==> src/design/ocv2soc_pkg.sv <==
// Shared constants, breakpoint table and control types for the OCV to SoC interpolator.
package ocv2soc_pkg;

   localparam int VOLT_W        = 13;
   localparam int SOC_W         = 10;
   localparam int PROD_W        = VOLT_W + SOC_W;
   localparam int CNT_W         = $clog2(PROD_W);
   localparam int STORED_POINTS = 201;
   localparam int STORED_IDX_W  = $clog2(STORED_POINTS);
   localparam int TABLE_POINTS_DEF = 201;
   localparam int MIN_POINTS    = 2;
   localparam int SOC_FULL      = 1000;

   localparam logic [VOLT_W-1:0] VOLT_BREAKS [STORED_POINTS] = '{
      13'd2925, 13'd2985, 13'd3062, 13'd3121, 13'd3173, 13'd3219, 13'd3259, 13'd3296,
      13'd3329, 13'd3359, 13'd3387, 13'd3412, 13'd3436, 13'd3458, 13'd3479, 13'd3498,
      13'd3516, 13'd3533, 13'd3549, 13'd3563, 13'd3575, 13'd3583, 13'd3586, 13'd3589,
      13'd3591, 13'd3593, 13'd3596, 13'd3598, 13'd3601, 13'd3603, 13'd3606, 13'd3609,
      13'd3612, 13'd3616, 13'd3619, 13'd3623, 13'd3627, 13'd3632, 13'd3637, 13'd3642,
      13'd3648, 13'd3654, 13'd3660, 13'd3666, 13'd3672, 13'd3678, 13'd3684, 13'd3690,
      13'd3696, 13'd3702, 13'd3709, 13'd3716, 13'd3722, 13'd3728, 13'd3734, 13'd3740,
      13'd3746, 13'd3753, 13'd3760, 13'd3767, 13'd3774, 13'd3781, 13'd3787, 13'd3792,
      13'd3796, 13'd3801, 13'd3805, 13'd3810, 13'd3814, 13'd3818, 13'd3822, 13'd3826,
      13'd3829, 13'd3833, 13'd3836, 13'd3840, 13'd3843, 13'd3847, 13'd3850, 13'd3853,
      13'd3856, 13'd3859, 13'd3862, 13'd3865, 13'd3868, 13'd3870, 13'd3873, 13'd3876,
      13'd3878, 13'd3881, 13'd3883, 13'd3886, 13'd3888, 13'd3890, 13'd3893, 13'd3895,
      13'd3898, 13'd3900, 13'd3902, 13'd3905, 13'd3907, 13'd3909, 13'd3911, 13'd3913,
      13'd3916, 13'd3918, 13'd3920, 13'd3922, 13'd3924, 13'd3926, 13'd3928, 13'd3930,
      13'd3933, 13'd3935, 13'd3937, 13'd3939, 13'd3941, 13'd3944, 13'd3946, 13'd3948,
      13'd3951, 13'd3953, 13'd3955, 13'd3958, 13'd3960, 13'd3963, 13'd3966, 13'd3969,
      13'd3971, 13'd3974, 13'd3978, 13'd3981, 13'd3985, 13'd3989, 13'd3993, 13'd3997,
      13'd4002, 13'd4006, 13'd4011, 13'd4015, 13'd4020, 13'd4024, 13'd4029, 13'd4033,
      13'd4036, 13'd4040, 13'd4044, 13'd4047, 13'd4050, 13'd4053, 13'd4056, 13'd4059,
      13'd4061, 13'd4064, 13'd4066, 13'd4068, 13'd4071, 13'd4073, 13'd4075, 13'd4077,
      13'd4079, 13'd4080, 13'd4082, 13'd4084, 13'd4085, 13'd4087, 13'd4089, 13'd4090,
      13'd4092, 13'd4093, 13'd4095, 13'd4096, 13'd4098, 13'd4100, 13'd4102, 13'd4103,
      13'd4105, 13'd4107, 13'd4109, 13'd4111, 13'd4113, 13'd4115, 13'd4117, 13'd4120,
      13'd4122, 13'd4125, 13'd4128, 13'd4131, 13'd4134, 13'd4137, 13'd4141, 13'd4144,
      13'd4148, 13'd4153, 13'd4158, 13'd4163, 13'd4168, 13'd4174, 13'd4181, 13'd4188,
      13'd4199
   };

   typedef enum logic [2:0] {
      ST_IDLE,
      ST_SEARCH,
      ST_FETCH,
      ST_MULT,
      ST_DIVIDE,
      ST_DONE
   } ocv2soc_state_type;

   typedef struct packed {
      logic             load;
      logic             search;
      logic             fetch;
      logic             mult;
      logic             div_step;
      logic             finish;
      logic [CNT_W-1:0] step;
   } ocv2soc_cmd_type;

   typedef struct packed {
      logic direct;
   } ocv2soc_status_type;

   // Clamp the requested point count to at least MIN_POINTS and at most what the stored table holds.
   function automatic int points_used(input int requested);
      int n;
      n = requested;
      if (n < MIN_POINTS) n = MIN_POINTS;
      if (n > STORED_POINTS) n = STORED_POINTS;
      return n;
   endfunction

endpackage

==> src/design/ocv_to_soc_interpolator.sv <==
// Open-circuit voltage to state-of-charge interpolator, top level.
// Voltages outside the table go straight to the result; others take clog2(points)
// search steps, a segment fetch, the multiply and the divide. A new voltage is
// taken only while the sequencer is idle; the 23-step restoring divider and the
// one-bit-per-cycle breakpoint search set the pace. The result register frees the
// sequencer once loaded. Reset clears the sequencer state and the result valid.
module ocv_to_soc_interpolator #(
   parameter int TABLE_POINTS = ocv2soc_pkg::TABLE_POINTS_DEF
) (
   input  logic                          clock,
   input  logic                          reset,
   input  logic                          req_valid,
   output logic                          req_stall,
   input  logic [ocv2soc_pkg::VOLT_W-1:0] req_ocv_mv,
   output logic                          rsp_valid,
   input  logic                          rsp_stall,
   output logic [ocv2soc_pkg::SOC_W-1:0]  rsp_soc_tenths
);
   import ocv2soc_pkg::*;

   ocv2soc_cmd_type    cmd;
   ocv2soc_status_type status;

   ocv2soc_ctrl #(
      .TABLE_POINTS(TABLE_POINTS)
   ) u_ctrl (
      .clock     (clock),
      .reset     (reset),
      .req_valid (req_valid),
      .req_stall (req_stall),
      .rsp_valid (rsp_valid),
      .rsp_stall (rsp_stall),
      .cmd       (cmd),
      .status    (status)
   );

   ocv2soc_datapath #(
      .TABLE_POINTS(TABLE_POINTS)
   ) u_datapath (
      .clock          (clock),
      .req_ocv_mv     (req_ocv_mv),
      .cmd            (cmd),
      .status         (status),
      .rsp_soc_tenths (rsp_soc_tenths)
   );

endmodule

==> src/design/ocv2soc_ctrl.sv <==
// Sequencer for breakpoint search, multiply and serial divide, plus result valid.
module ocv2soc_ctrl #(
   parameter int TABLE_POINTS = ocv2soc_pkg::TABLE_POINTS_DEF
) (
   input  logic                            clock,
   input  logic                            reset,
   input  logic                            req_valid,
   output logic                            req_stall,
   output logic                            rsp_valid,
   input  logic                            rsp_stall,
   output ocv2soc_pkg::ocv2soc_cmd_type    cmd,
   input  ocv2soc_pkg::ocv2soc_status_type status
);
   import ocv2soc_pkg::*;

   localparam int POINTS_USED = points_used(TABLE_POINTS);
   localparam int IDX_W       = $clog2(POINTS_USED);

   ocv2soc_state_type state_ff, state_in;
   logic [CNT_W-1:0]  cnt_ff, cnt_in;
   logic              rsp_valid_ff, rsp_valid_in;

   always_ff @(posedge clock) begin
      if (reset) begin
         state_ff     <= ST_IDLE;
         cnt_ff       <= '0;
         rsp_valid_ff <= 1'b0;
      end else begin
         state_ff     <= state_in;
         cnt_ff       <= cnt_in;
         rsp_valid_ff <= rsp_valid_in;
      end
   end

   always_comb begin
      state_in = state_ff;
      cnt_in   = cnt_ff;
      cmd      = '0;
      cmd.step = cnt_ff;
      unique case (state_ff)
         ST_IDLE: begin
            if (req_valid) begin
               cmd.load = 1'b1;
               cnt_in   = CNT_W'(IDX_W - 1);
               state_in = ST_SEARCH;
            end
         end
         ST_SEARCH: begin
            if (status.direct) begin
               state_in = ST_DONE;
            end else begin
               cmd.search = 1'b1;
               if (cnt_ff == '0) state_in = ST_FETCH;
               else cnt_in = cnt_ff - 1'b1;
            end
         end
         ST_FETCH: begin
            cmd.fetch = 1'b1;
            state_in  = ST_MULT;
         end
         ST_MULT: begin
            cmd.mult = 1'b1;
            cnt_in   = CNT_W'(PROD_W - 1);
            state_in = ST_DIVIDE;
         end
         ST_DIVIDE: begin
            cmd.div_step = 1'b1;
            if (cnt_ff == '0) state_in = ST_DONE;
            else cnt_in = cnt_ff - 1'b1;
         end
         ST_DONE: begin
            // wait until the output register is free or being emptied
            if (!rsp_valid_ff || !rsp_stall) begin
               cmd.finish = 1'b1;
               state_in   = ST_IDLE;
            end
         end
         default: state_in = ST_IDLE;
      endcase
   end

   always_comb begin
      if (cmd.finish) rsp_valid_in = 1'b1;
      else if (!rsp_stall) rsp_valid_in = 1'b0;
      else rsp_valid_in = rsp_valid_ff;
   end

   assign req_stall = (state_ff != ST_IDLE);
   assign rsp_valid = rsp_valid_ff;

endmodule

==> src/design/ocv2soc_datapath.sv <==
// Breakpoint search, segment fetch, product and restoring divider for the interpolation.
module ocv2soc_datapath #(
   parameter int TABLE_POINTS = ocv2soc_pkg::TABLE_POINTS_DEF
) (
   input  logic                              clock,
   input  logic [ocv2soc_pkg::VOLT_W-1:0]    req_ocv_mv,
   input  ocv2soc_pkg::ocv2soc_cmd_type      cmd,
   output ocv2soc_pkg::ocv2soc_status_type   status,
   output logic [ocv2soc_pkg::SOC_W-1:0]     rsp_soc_tenths
);
   import ocv2soc_pkg::*;

   localparam int POINTS_USED = points_used(TABLE_POINTS);
   localparam int IDX_W       = $clog2(POINTS_USED);
   localparam int SUM_W       = PROD_W + 1;

   // charge points, worked out at elaboration
   logic [SOC_W-1:0] charge_pts [POINTS_USED];

   for (genvar g = 0; g < POINTS_USED; g++) begin : g_charge
      localparam int CHARGE = (g * SOC_FULL) / (POINTS_USED - 1);
      assign charge_pts[g] = SOC_W'(CHARGE);
   end

   logic [VOLT_W-1:0] volt_ff;
   logic [IDX_W-1:0]  idx_ff, idx_in;
   logic              direct_ff, direct_in;
   logic [SOC_W-1:0]  direct_val_ff, direct_val_in;
   logic [VOLT_W-1:0] diff_v_ff, span_ff;
   logic [SOC_W-1:0]  diff_c_ff, lo_c_ff;
   logic              empty_ff;
   logic [VOLT_W-1:0] rem_ff, rem_in;
   logic [PROD_W-1:0] num_ff, num_in;
   logic [SOC_W-1:0]  rsp_soc_tenths_ff, rsp_soc_tenths_in;

   logic [IDX_W-1:0]  cand;
   logic [IDX_W-1:0]  idx_hi;
   logic [VOLT_W-1:0] lo_v, hi_v;
   logic [VOLT_W:0]   rem_sh;
   logic              q_bit;
   logic [SUM_W-1:0]  sum;

   // Entry or direct outcome
   always_comb begin
      direct_in     = direct_ff;
      direct_val_in = direct_val_ff;
      if (cmd.load) begin
         direct_in     = 1'b0;
         direct_val_in = '0;
         if (req_ocv_mv < VOLT_BREAKS[0]) begin
            direct_in = 1'b1;
         end else if (req_ocv_mv >= VOLT_BREAKS[POINTS_USED-1]) begin
            direct_in     = 1'b1;
            direct_val_in = SOC_W'(SOC_FULL);
         end
      end
   end

   // One index bit per search step, highest first
   always_comb begin
      cand   = idx_ff | (IDX_W'(1) << cmd.step);
      idx_in = idx_ff;
      if (cmd.load) begin
         idx_in = '0;
      end else if (cmd.search) begin
         if (cand <= IDX_W'(POINTS_USED - 2) &&
             VOLT_BREAKS[STORED_IDX_W'(cand)] <= volt_ff) begin
            idx_in = cand;
         end
      end
   end

   assign idx_hi = idx_ff + IDX_W'(1);
   assign lo_v   = VOLT_BREAKS[STORED_IDX_W'(idx_ff)];
   assign hi_v   = VOLT_BREAKS[STORED_IDX_W'(idx_hi)];

   // Restoring divide step
   always_comb begin
      rem_sh = {rem_ff, num_ff[PROD_W-1]};
      q_bit  = (rem_sh >= {1'b0, span_ff});
      rem_in = rem_ff;
      num_in = num_ff;
      if (cmd.mult) begin
         rem_in = '0;
         num_in = PROD_W'(diff_v_ff) * PROD_W'(diff_c_ff);
      end else if (cmd.div_step) begin
         rem_in = q_bit ? VOLT_W'(rem_sh - {1'b0, span_ff}) : VOLT_W'(rem_sh);
         num_in = {num_ff[PROD_W-2:0], q_bit};
      end
   end

   always_comb begin
      sum               = SUM_W'(lo_c_ff) + SUM_W'(num_ff);
      rsp_soc_tenths_in = rsp_soc_tenths_ff;
      if (cmd.finish) begin
         priority if (direct_ff) begin
            rsp_soc_tenths_in = direct_val_ff;
         end else if (empty_ff) begin
            rsp_soc_tenths_in = lo_c_ff;
         end else if (sum > SUM_W'(SOC_FULL)) begin
            rsp_soc_tenths_in = SOC_W'(SOC_FULL);
         end else begin
            rsp_soc_tenths_in = SOC_W'(sum);
         end
      end
   end

   always_ff @(posedge clock) begin
      if (cmd.load) volt_ff <= req_ocv_mv;
      idx_ff            <= idx_in;
      direct_ff         <= direct_in;
      direct_val_ff     <= direct_val_in;
      rem_ff            <= rem_in;
      num_ff            <= num_in;
      rsp_soc_tenths_ff <= rsp_soc_tenths_in;
      if (cmd.fetch) begin
         diff_v_ff <= volt_ff - lo_v;
         span_ff   <= hi_v - lo_v;
         diff_c_ff <= charge_pts[idx_hi] - charge_pts[idx_ff];
         lo_c_ff   <= charge_pts[idx_ff];
         empty_ff  <= (hi_v <= lo_v) || (volt_ff < lo_v);
      end
   end

   assign status.direct  = direct_ff;
   assign rsp_soc_tenths = rsp_soc_tenths_ff;

endmodule

==> config.mk <==
export PLATFORM = sky130hd
export DESIGN_NAME = ocv_to_soc_interpolator
export DESIGN_NICKNAME = d
export VERILOG_FILES = /design/src/design/ocv2soc_pkg.sv /design/src/design/ocv_to_soc_interpolator.sv /design/src/design/ocv2soc_ctrl.sv /design/src/design/ocv2soc_datapath.sv
export SDC_FILE = /design/constraint.sdc
export NUM_CORES = 1
export LEC_CHECK = 0
export BUFFER_PORTS_ARGS = -buffer_cell sky130_fd_sc_hd__buf_2
export CORE_ASPECT_RATIO = 1.5
export CORE_MARGIN = 3
export CORE_UTILIZATION = 45
export DETAILED_ROUTE_END_ITERATION = 8
export PLACE_DENSITY_LB_ADDON = 0.05
export SYNTH_ARGS = -nofsm -noshare
export SYNTH_HDL_FRONTEND = slang
export SYNTH_SLANG_ARGS = --single-unit
export TNS_END_PERCENT = 50
==> constraint.sdc <==
create_clock -name clock -period 8.6 [get_ports clock]
set_input_delay 1.72 -clock clock [delete_from_list [all_inputs] [get_ports clock]]
set_output_delay 1.72 -clock clock [all_outputs]
set_load 0.01 [all_outputs]
---- After elaboration in Yosys (flattened, before gate mapping) ----
Memory sizes are Yosys's and may differ from the RTL's.
Cells that the tools add are included.
operators by class
  $mul .................................... 1
  add/sub/neg operators ................... 7
  muxes and demuxes ....................... 39
  order comparisons ....................... 11
  bitwise logic cells ..................... 4
  shift-type cells ........................ 1
  equality and inequality tests ........... 11
  reduce and logical (&&, ||, !) cells .... 13
operator list
  operator                count
  $mux W13                7
  $mux W10                8
  $mux W23                2
  $sub A13 B13 Y13        3
  $ge A9 B9 Y1 const B    3
  $not A8 Y9              3
  $le A13 B13 Y1          2
  $add A10 B23 Y24        1
  $gt A24 B10 Y1 const B  1
  $mul A13 B10 Y23        1
  $pmux W5 S4             1
  $pmux W3 S6             1
  $mux W3                 5
  $mux W5                 3
  $ge A14 B13 Y1          1
  $ge A13 B13 Y1 const B  1
  $lt A13 B12 Y1 const B  1
  $lt A13 B13 Y1          1
  $mux W1                 12
  $sub A10 B10 Y10        1
  $add A8 B1 Y8 const B   1
  $le A8 B8 Y1 const B    1
  $or A8 B8 Y8            1
  $shl A1 B5 Y8 const A   1
  18 further kinds        25
word-level totals
  memories ................................ 5
  bits in read-only memories .............. 15,104
  output and inout port bits .............. 12
  logic and storage cells ................. 107
  flip-flop bits (word level) ............. 134
  bits of input ports ..................... 17
memories
  memory            words  bits a word  rd ports  clocked after memory_dff  wr ports  RTL line                 source
  (name not given)  256    13           1         0                         0         ocv2soc_datapath.sv:67   VOLT_BREAKS[STORED_IDX_W'(cand)] <= volt_ff) begin
  (name not given)  256    13           1         0                         0         ocv2soc_datapath.sv:74   assign lo_v = VOLT_BREAKS[STORED_IDX_W'(idx_ff)];
  (name not given)  256    13           1         0                         0         ocv2soc_datapath.sv:75   assign hi_v = VOLT_BREAKS[STORED_IDX_W'(idx_hi)];
  (name not given)  256    10           1         0                         0         ocv2soc_datapath.sv:119  diff_c_ff <= charge_pts[idx_hi] - charge_pts[idx_ff];
  (name not given)  256    10           1         0                         0         ocv2soc_datapath.sv:119

---- Logic depth before layout (Yosys ltp) ----
Gate-level depths: netlist of run 1.
  depth in word-level cells ............... 9
  depth in mapped cells ................... 26
  depth with buffers taken out ............ 22

---- Hierarchy ----
Synthesis of run 1 repeated with hierarchy kept, for this count alone.
unflattened totals
  cells, all modules ...................... 2,519
  area total of the unflattened synthesis .. 19,155.9 um^2
modules (own cells, without submodules)
  module            area each (um^2)  cells an instance  instances  sequential area each (um^2)
  ocv2soc_datapath  18,499.0          2,439              1          3,273.1
  ocv2soc_ctrl      656.9             80                 1          180.2

---- Worst setup path after synthesis of run 1 ----
No wires, ideal clock.
  kind .................................... reg-to-reg
  from .................................... reg u_datapath.diff_c_ff[3]
  to ...................................... reg u_datapath.num_ff[20], data pin
  period minus slack after synthesis ...... 5.439 ns
  library setup time ...................... 0.267 ns
  arrival ................................. 5.173 ns
  buffers on the path ..................... 1
  cell stages (with the launch flop) ...... 21
  data required time ...................... 8.333 ns
  setup slack ............................. 3.161 ns
  cell sequence ........................... edfxtp_1 > clkbuf_1 > nand2_1 > fa_1 > inv_1 > fa_1 > ha_1 > fa_1 > inv_1 > fa_1 > inv_1 > ha_1 > a21oi_1 > o21ai_0 > a2111oi_2 > o31ai_1 > a21oi_1 > o211ai_1 > a21oi_1 > xor2_1 > o21ai_0
between the ends
  longest elaborated chain between the ends .. 2
ends and longest elaborated chain
  item                       RTL line                 source
  start, declared            ocv2soc_datapath.sv:30   logic [SOC_W-1:0] diff_c_ff, lo_c_ff;
  start signal, assigned     ocv2soc_datapath.sv:119
  $mul A13 B10 Y23           ocv2soc_datapath.sv:85   num_in = PROD_W'(diff_v_ff) * PROD_W'(diff_c_ff);
  $mux W23                   ocv2soc_datapath.sv:83   if (cmd.mult) begin
  via u_datapath.num_in[20]  ocv2soc_datapath.sv:33   logic [PROD_W-1:0] num_ff, num_in;
  end signal, assigned       ocv2soc_datapath.sv:114  num_ff <= num_in;
  end, declared              ocv2soc_datapath.sv:33
The timed path passes the listed nets, and every way through them passes these cells.
A chain may end at the register's enable or synchronous reset.

---- Final worst setup path of run 1 ----
  from .................................... reg u_datapath.idx_ff[0]
  to ...................................... reg u_datapath.empty_ff, data pin
between the ends
  longest elaborated chain between the ends .. 7
  elaborated cells on any way between the ends .. 12
ends and longest elaborated chain
  item                                          RTL line                 source
  start, declared                               ocv2soc_datapath.sv:26   logic [IDX_W-1:0] idx_ff, idx_in;
  start signal, assigned                        ocv2soc_datapath.sv:110  idx_ff <= idx_in;
  $add A8 B1 Y8                                 ocv2soc_datapath.sv:73   assign idx_hi = idx_ff + IDX_W'(1);
  $not A8 Y9 (implied by the code)              ocv2soc_datapath.sv:75
  $mem_v2 Z256 W13                              n/a
  $mux W13 (implied by the code) (2 in series)  ocv2soc_datapath.sv:75
  $le A13 B13 Y1                                ocv2soc_datapath.sv:121  empty_ff <= (hi_v <= lo_v) || (volt_ff < lo_v);
  $logic_or A1 B1 Y1 (*)                        ocv2soc_datapath.sv:121
  end signal, assigned                          ocv2soc_datapath.sv:121
  end, declared                                 ocv2soc_datapath.sv:31   logic empty_ff;
Every way passes the cells marked *; elsewhere a longest branch is shown, timed or not. The select of a mux whose other input is x is not followed.

==> impl_metrics.ini, run 1 <==
[grt]
grt_first_pass_wirelength_um = 109600
antenna_found_initial = 0
grt.overflow.total = 0
groute.usage.overall_pct = 30.38
first_global_vias = 19030
grt_max_degree = 69

[logic_synthesis]
syn_area_sq_mm = 0.01929
synth_area_per_cell_sq_um = 7.502
syn_inst = 2571
mappedNetlistNets = 2838
yosys_register_bits = 125
synth_edf_count = 95
ys_seq_area_share_pct = 17.90
synth_ff_type = edfxtp_1
synth_cell_type_count = 95
synth_area_leaders = edfxtp_1 15%, ha_1 10%, fa_1 9.5%, a21oi_1 6.3%, nand2_1 6.1%
yosys.area.top_type = edfxtp_1
ys_async_sr_fraction_pct = 0
yosys_warnings = 0
netlist.area_leader.share_pct = 14.79

[floorplanning]
dieArea_sq_mm = 0.04544
row_count = 92
io_pins = 29
die_w_um = 175.0
core_sq_mm = 0.04225
initial_core_util_pct = 45.66
die_y_um = 259.6

[finish]
fin_area_sq_mm = 0.02028
final_nets = 2730
drive_above_1_share_pct = 6.422
area_growth_pct = 5.131
nFillCells = 4317
n_antenna_cell = 0

[clock_network]
cts_hold_buf = 0
cts_buffers = 17
cts_resized = 0
insertion_delay_ps = 430
clock_sinks = 125
post_cts.repair.setup_buffers = 0
cts_root_buf = clkbuf_16
clk_path_buf_depth = 2
htreeDepth = 4
clkSlewWorstSetupHoldPaths_ps = 60
cts_tree = yes

[timing]
finalSetupTns_ps = 0
clock.fmax_mhz = 159.7
clock_skew_ps = 17.48
grt_setup_unrepaired = false
hold_violations = 0
tightest_slew_ps = 1094
maxSlewViolCount = 0
max_slew_margin_pct = 26.68
finalCritPeriodShare_pct = 72.81
post-route-min-period_ps = 6261
setup_viol = 0

[power_and_ir_drop]
p_leak_nw = 8.408
ir_drop_mv = 0.1562
p_per_area_mw_per_mm2 = 205.7

[drt]
detail_route.wl_per_cell_um = 23.06
viasPerCell = 6.410
drc = 0
wl_um = 70120
ant_nets = 0
dr.pass1.iters = 6
num_vias = 19490
drtIter0Drc = 1995

[flow_run]
maxCapViolCount = 0

[placement]
gp_congestion = 1.015
portBuffers = 28
place_hpwl_um = 52760
dpl_cell_area_sq_mm = 0.01970

[run_status]
status = finished clean

[hold_path]
hp-class = register to register

[setup_path]
cp_data_arrival_time_ps = 6420
reg2reg_slack_ps = 2340
crit_path_start_kind = register
endpoint_kind = register
cp.required_ps = 8760
crit_path_max_fanout = 48
path_class = register to register
==> cell families (layout without fill, tap and decap cells) <==
family	count (synthesis)	in the layout	synth area share [%]
AO/OA/AOI/OAI	865	865	28.63
AND/OR/NAND/NOR	843	843	20.17
buffers and inverters	377	282	7.765
adder cells (fa/ha/maj)	250	250	19.80
flip-flops	125	125	17.90
XOR/XNOR	84	84	3.814
multiplexers	27	27	1.920
==> flip-flops by register name, summed over array words and instances, names as in the netlist <==
signal and flops:
u_ctrl.cnt_ff 5, u_ctrl.rsp_valid 1, u_ctrl.state_ff 3, u_datapath.diff_c_ff 10, u_datapath.diff_v_ff 13, u_datapath.direct_val_ff 1, u_datapath.empty_ff 1, u_datapath.idx_ff 8
u_datapath.lo_c_ff 10, u_datapath.num_ff 23, u_datapath.rem_ff 13, u_datapath.rsp_soc_tenths 10, u_datapath.span_ff 13, u_datapath.status 1, u_datapath.volt_ff 13
==> per-stage QoR <==
| stage | total power, mW | hold slack, ps | utilization [%] | cells | setup slack, ps |
|---|---|---|---|---|---|
| after global routing | 4.493 | 506.7 | 48.00 | 3040 | 1793 |
| final | 4.171 | 484.2 | 48.00 | 3040 | 2339 |
| after global placement | 3.414 | 471.2 | 46.63 | 3008 | 2548 |
| after CTS | 4.156 | 485.3 | 48.00 | 3040 | 2475 |
| after detailed placement | 3.433 | 478.7 | 46.63 | 3008 | 2511 |
| after floorplan | 2.735 | 444.3 | - | 2571 | 3161 |
==> cells in the mapped netlist, types with 20 or more instances <==
cell,number
a211oi_1,50
a21o_1,22
a21oi_1,242
a311oi_1,22
a31oi_1,51
and2_1,75
buf_1,25
buf_2,30
clkbuf_1,137
dfxtp_1,30
edfxtp_1,95
fa_1,92
ha_1,158
inv_1,172
nand2_1,311
nand2b_1,33
nand3_1,54
nor2_1,224
nor2b_1,22
nor3_1,53
o211ai_1,34
o21ai_0,204
o22ai_1,24
o31ai_1,20
xnor2_1,56
xor2_1,28
==> power by group <==
part           leakage [nW]  switching (mW)  internal (mW)
Clock                 0.278           0.267          0.441
Sequential             1.11          0.0989          0.755
Combinational          7.02            1.64          0.972
Total                  8.41            2.00           2.17
==> layout by cell type (no fill, tap or decap), types with 20 or more instances in the layout <==
cell      netlist  layout
a31oi_1        51      51
buf_4           3      44
a311oi_1       22      22
and2_1         75      75
fa_1           92      92
inv_1         172     172
nand3_1        54      54
xnor2_1        56      50
edfxtp_1       95      95
ha_1          158     157
o22ai_1        24      24
a21o_1         22      22
a211oi_1       50      50
nand2_1       311     311
o31ai_1        20      20
o21ai_0       204     204
nor2b_1        22      22
o211ai_1       34      34
xor2_1         28      28
buf_2          30      28
nand2b_1       33      33
nor3_1         53      52
dfxtp_1        30      26
nor2_1        224     224
a21oi_1       242     241
==> routing by layer <==
metal	GRT usage, %	wire (um)	vias to the layer above	part of all wire [%]
met5	0	0	-	0
met4	17.41	4648	0	6.6
met3	3.336	4031	227	5.7
met2	54.51	35370	894	50
met1	34.86	26070	9327	37
li1	-	-	9038	-
==> layout make-up <==
type	instances	area [sq um]	share of cell area, %
inverters	178	668.1	3.295
flip-flops and latches	125	3461	17.07
repair buffers	72	470.5	2.320
clock buffers	22	464.2	2.289
clock inverters	10	115.1	0.5677
multi-input cells	2069	14390	70.98
well taps	564	705.7	3.480
==> worst max-delay path, stage by stage, from the launching register on <==
cell	delay, ps
dfxtp_1	530
ha_1	240
clkinv_1	350
ha_2	750
buf_4	500
nor2b_1	160
nand2b_1	210
nor2_1	100
nor3_1	60
a211oi_1	240
o21ai_0	140
a211oi_1	320
nor3_1	90
a211o_1	310
ha_1	350
nand3_1	130
a21oi_1	200
o31a_1	210
o31a_1	190
o31a_1	150
o21ai_0	80
nand2b_1	110
a211oi_1	80
or4_1	460
==> final timing paths <==
| path | startpoint | depth (start not counted) | to |
|---|---|---|---|
| setup reg to reg | u_datapath.idx_ff[0] | 23 | u_datapath.empty_ff |
| setup / recovery | u_datapath.idx_ff[0] | 23 | u_datapath.empty_ff |
| hold / removal | u_datapath.rem_ff[6] | 2 | u_datapath.rem_ff[6] |
| hold reg to reg | u_datapath.rem_ff[6] | 2 | u_datapath.rem_ff[6] |
Note: power is estimated with default switching activity, not from simulation.
==> inputs of run 2 (changes only) <==
==> constraint.sdc (replaced) <==
create_clock -name clock -period 5.74 [get_ports clock]
set_input_delay 1.148 -clock clock [delete_from_list [all_inputs] [get_ports clock]]
set_output_delay 1.148 -clock clock [all_outputs]
set_load 0.01 [all_outputs]
==> impl_metrics.ini, run 2 (same netlist as run 1, synthesis figures left out) <==
[run_status]
status = finished clean

[grt]
grt.overflow.total = 0
groute.usage.overall_pct = 31.54
first_global_vias = 19360
antenna_found_initial = 0
grt_max_degree = 57
grt_first_pass_wirelength_um = 112900

[setup_path]
endpoint_kind = register
crit_start = u_datapath.diff_c_ff[3]
crit_buf_inv = 5
crit_path_max_fanout = 6
crit_path_start_kind = register
cp.required_ps = 5910
reg2reg_slack_ps = 170
crit_family = adder cells
max_stage_delay_ps = 550
cp_data_arrival_time_ps = 5730
r2r-start = u_datapath.diff_c_ff[3]
cp_common_cell = fa_1
crit_path_cell_trace = buf_4, buf_4, nand2_1, fa_1, inv_1, fa_1, fa_1, fa_1, inv_1, fa_1, inv_1, ha_1, nand4_1, or3_1, o22ai_1, o41ai_2, o21ai_0, xnor2_1, o21ai_0
critPathSlowestCell = fa_1
path_class = register to register
timing.rr.end = u_datapath.num_ff[21]
reg2reg_depth = 19

[timing]
tightest_slew_ps = 1106
hold_violations = 0
clock.fmax_mhz = 179.6
fin_hold_ws_ps = 480.1
setup_viol = 0
finalWorstSetupSlack_ps = 171.8
clock_skew_ps = 12.87
max_slew_margin_pct = 26.27
finalCritPeriodShare_pct = 97.01
maxSlewViolCount = 0
post-route-min-period_ps = 5568

[finish]
n_antenna_cell = 0
drive_above_1_share_pct = 11.98
area_growth_pct = 11.45
layout_commonest_cell = nand2_1
register_area_sq_mm = 0.003463
fin_cells = 3177
nFillCells = 4214
largest_register_ffs = 23
multi_input_area_sq_mm = 0.01450
largest-register = u_datapath.num_ff
final_cell_mix = 311 x nand2_1, 240 x a21oi_1, 221 x nor2_1
final_nets = 2867
fin_area_sq_mm = 0.02150

[placement]
gp_congestion = 0.9917
dp.cells = 3126
place_hpwl_um = 56830
dpl_cell_area_sq_mm = 0.02062
pre_cts_ws_ps = 120.9
portBuffers = 28

[clock_network]
clkSlewWorstSetupHoldPaths_ps = 70
cts_root_buf = clkbuf_16
htreeDepth = 4
clock_sinks = 125
cts_tree = yes
insertion_delay_ps = 440
cts_buffers = 17
clk_path_buf_depth = 2

[power_and_ir_drop]
swShare_pct = 48.25
p_per_area_mw_per_mm2 = 307.1
net-switching-power_mw = 3.185
pwr-share-comb_pct = 63.2
p_leak_nw = 9.116
p_total_mw = 6.602
power_frac_clock_pct = 17.6
ir_drop_mv = 0.2034
pwr-share-seq_pct = 19.2
intPower_mw = 3.416

[hold_path]
worstHoldEndpoint = u_datapath.rem_ff[6]
hp-class = register to register
worstHoldPathCells = 2
hp-start = u_datapath.rem_ff[6]

[drt]
detail_route.wl_per_cell_um = 22.97
drtIter0Drc = 1644
viasPerCell = 6.252
num_vias = 19860
dr.pass1.iters = 7
wl_um = 72980
ant_nets = 0
drc = 0

[floorplanning]
die_w_um = 175.0
dieArea_sq_mm = 0.04544
row_count = 92
core_sq_mm = 0.04225
die_y_um = 259.6
initial_core_util_pct = 45.66
io_pins = 29

[flow_run]
maxCapViolCount = 0
-- run 2: layer usage --
| metal | vias to the layer above | global-route usage [%] | wire length [um] |
|---|---|---|---|
| li1 | 9306 | - | - |
| met1 | 9639 | 37.22 | 28230 |
| met2 | 729 | 56.95 | 37260 |
| met3 | 188 | 3.190 | 3516 |
| met4 | 0 | 15.24 | 3970 |
| met5 | - | 0 | 0 |
-- run 2: power by group through the flow --
stage | Combinational (mW) | Sequential (mW) | Clock [mW]
6_report | 4.17 | 1.27 | 1.16
5_1_grt | 4.60 | 1.28 | 1.22
4_1_cts | 4.10 | 1.27 | 1.18
3_5_place_dp | 4.07 | 1.28 | 0
3_3_place_gp | 4.07 | 1.28 | 0
2_1_floorplan | 2.90 | 1.20 | 0
-- run 2: timing repair --
item | 4_1_cts | 5_1_grt
setup buffers | 0 | 19
resized for setup | 0 | 19
endpoints found under the setup margin | 0 | 11
hold buffers | 0 | 0
-- run 2: how the worst max path moves through the flow --
stage / endpoint / slack, ps / cells past startpoint
floorplan: u_datapath.num_ff[20] / 300 / 20
global placement: u_datapath.num_ff[21] / 150 / 18
detailed placement: u_datapath.num_ff[20] / 120 / 20
CTS: u_datapath.num_ff[22] / 100 / 20
global route: u_datapath.num_ff[21] / -40 / 20
finish: u_datapath.num_ff[21] / 170 / 19
-- run 2: through the flow --
| step | setup TNS, ps | util [%] |
|---|---|---|
| after floorplan | 0 | - |
| after global placement | 0 | 48.82 |
| after detailed placement | 0 | 48.82 |
| after CTS | 0 | 50.30 |
| after global routing | -37.30 | 50.89 |
| final | 0 | 50.89 |
-- run 2: layout make-up --
class / instances / area share (%)
Multi-Input combinational cell: 2069 / 67.45
Sequential cell: 125 / 16.11
Timing Repair Buffer: 209 / 7.136
Tap cell: 564 / 3.283
Inverter: 178 / 3.108
Clock buffer: 17 / 1.979
Clock inverter: 15 / 0.9313
-- run 2: worst reg2reg max path: cells and delay by family, from the launching register on --
kind            cells  cell delay, ps
fa+ha+maj           6            2970
compound gates      4             660
simple gates        3             600
flops               1             510
buf+inv             5             420
xor+xnor            1             130
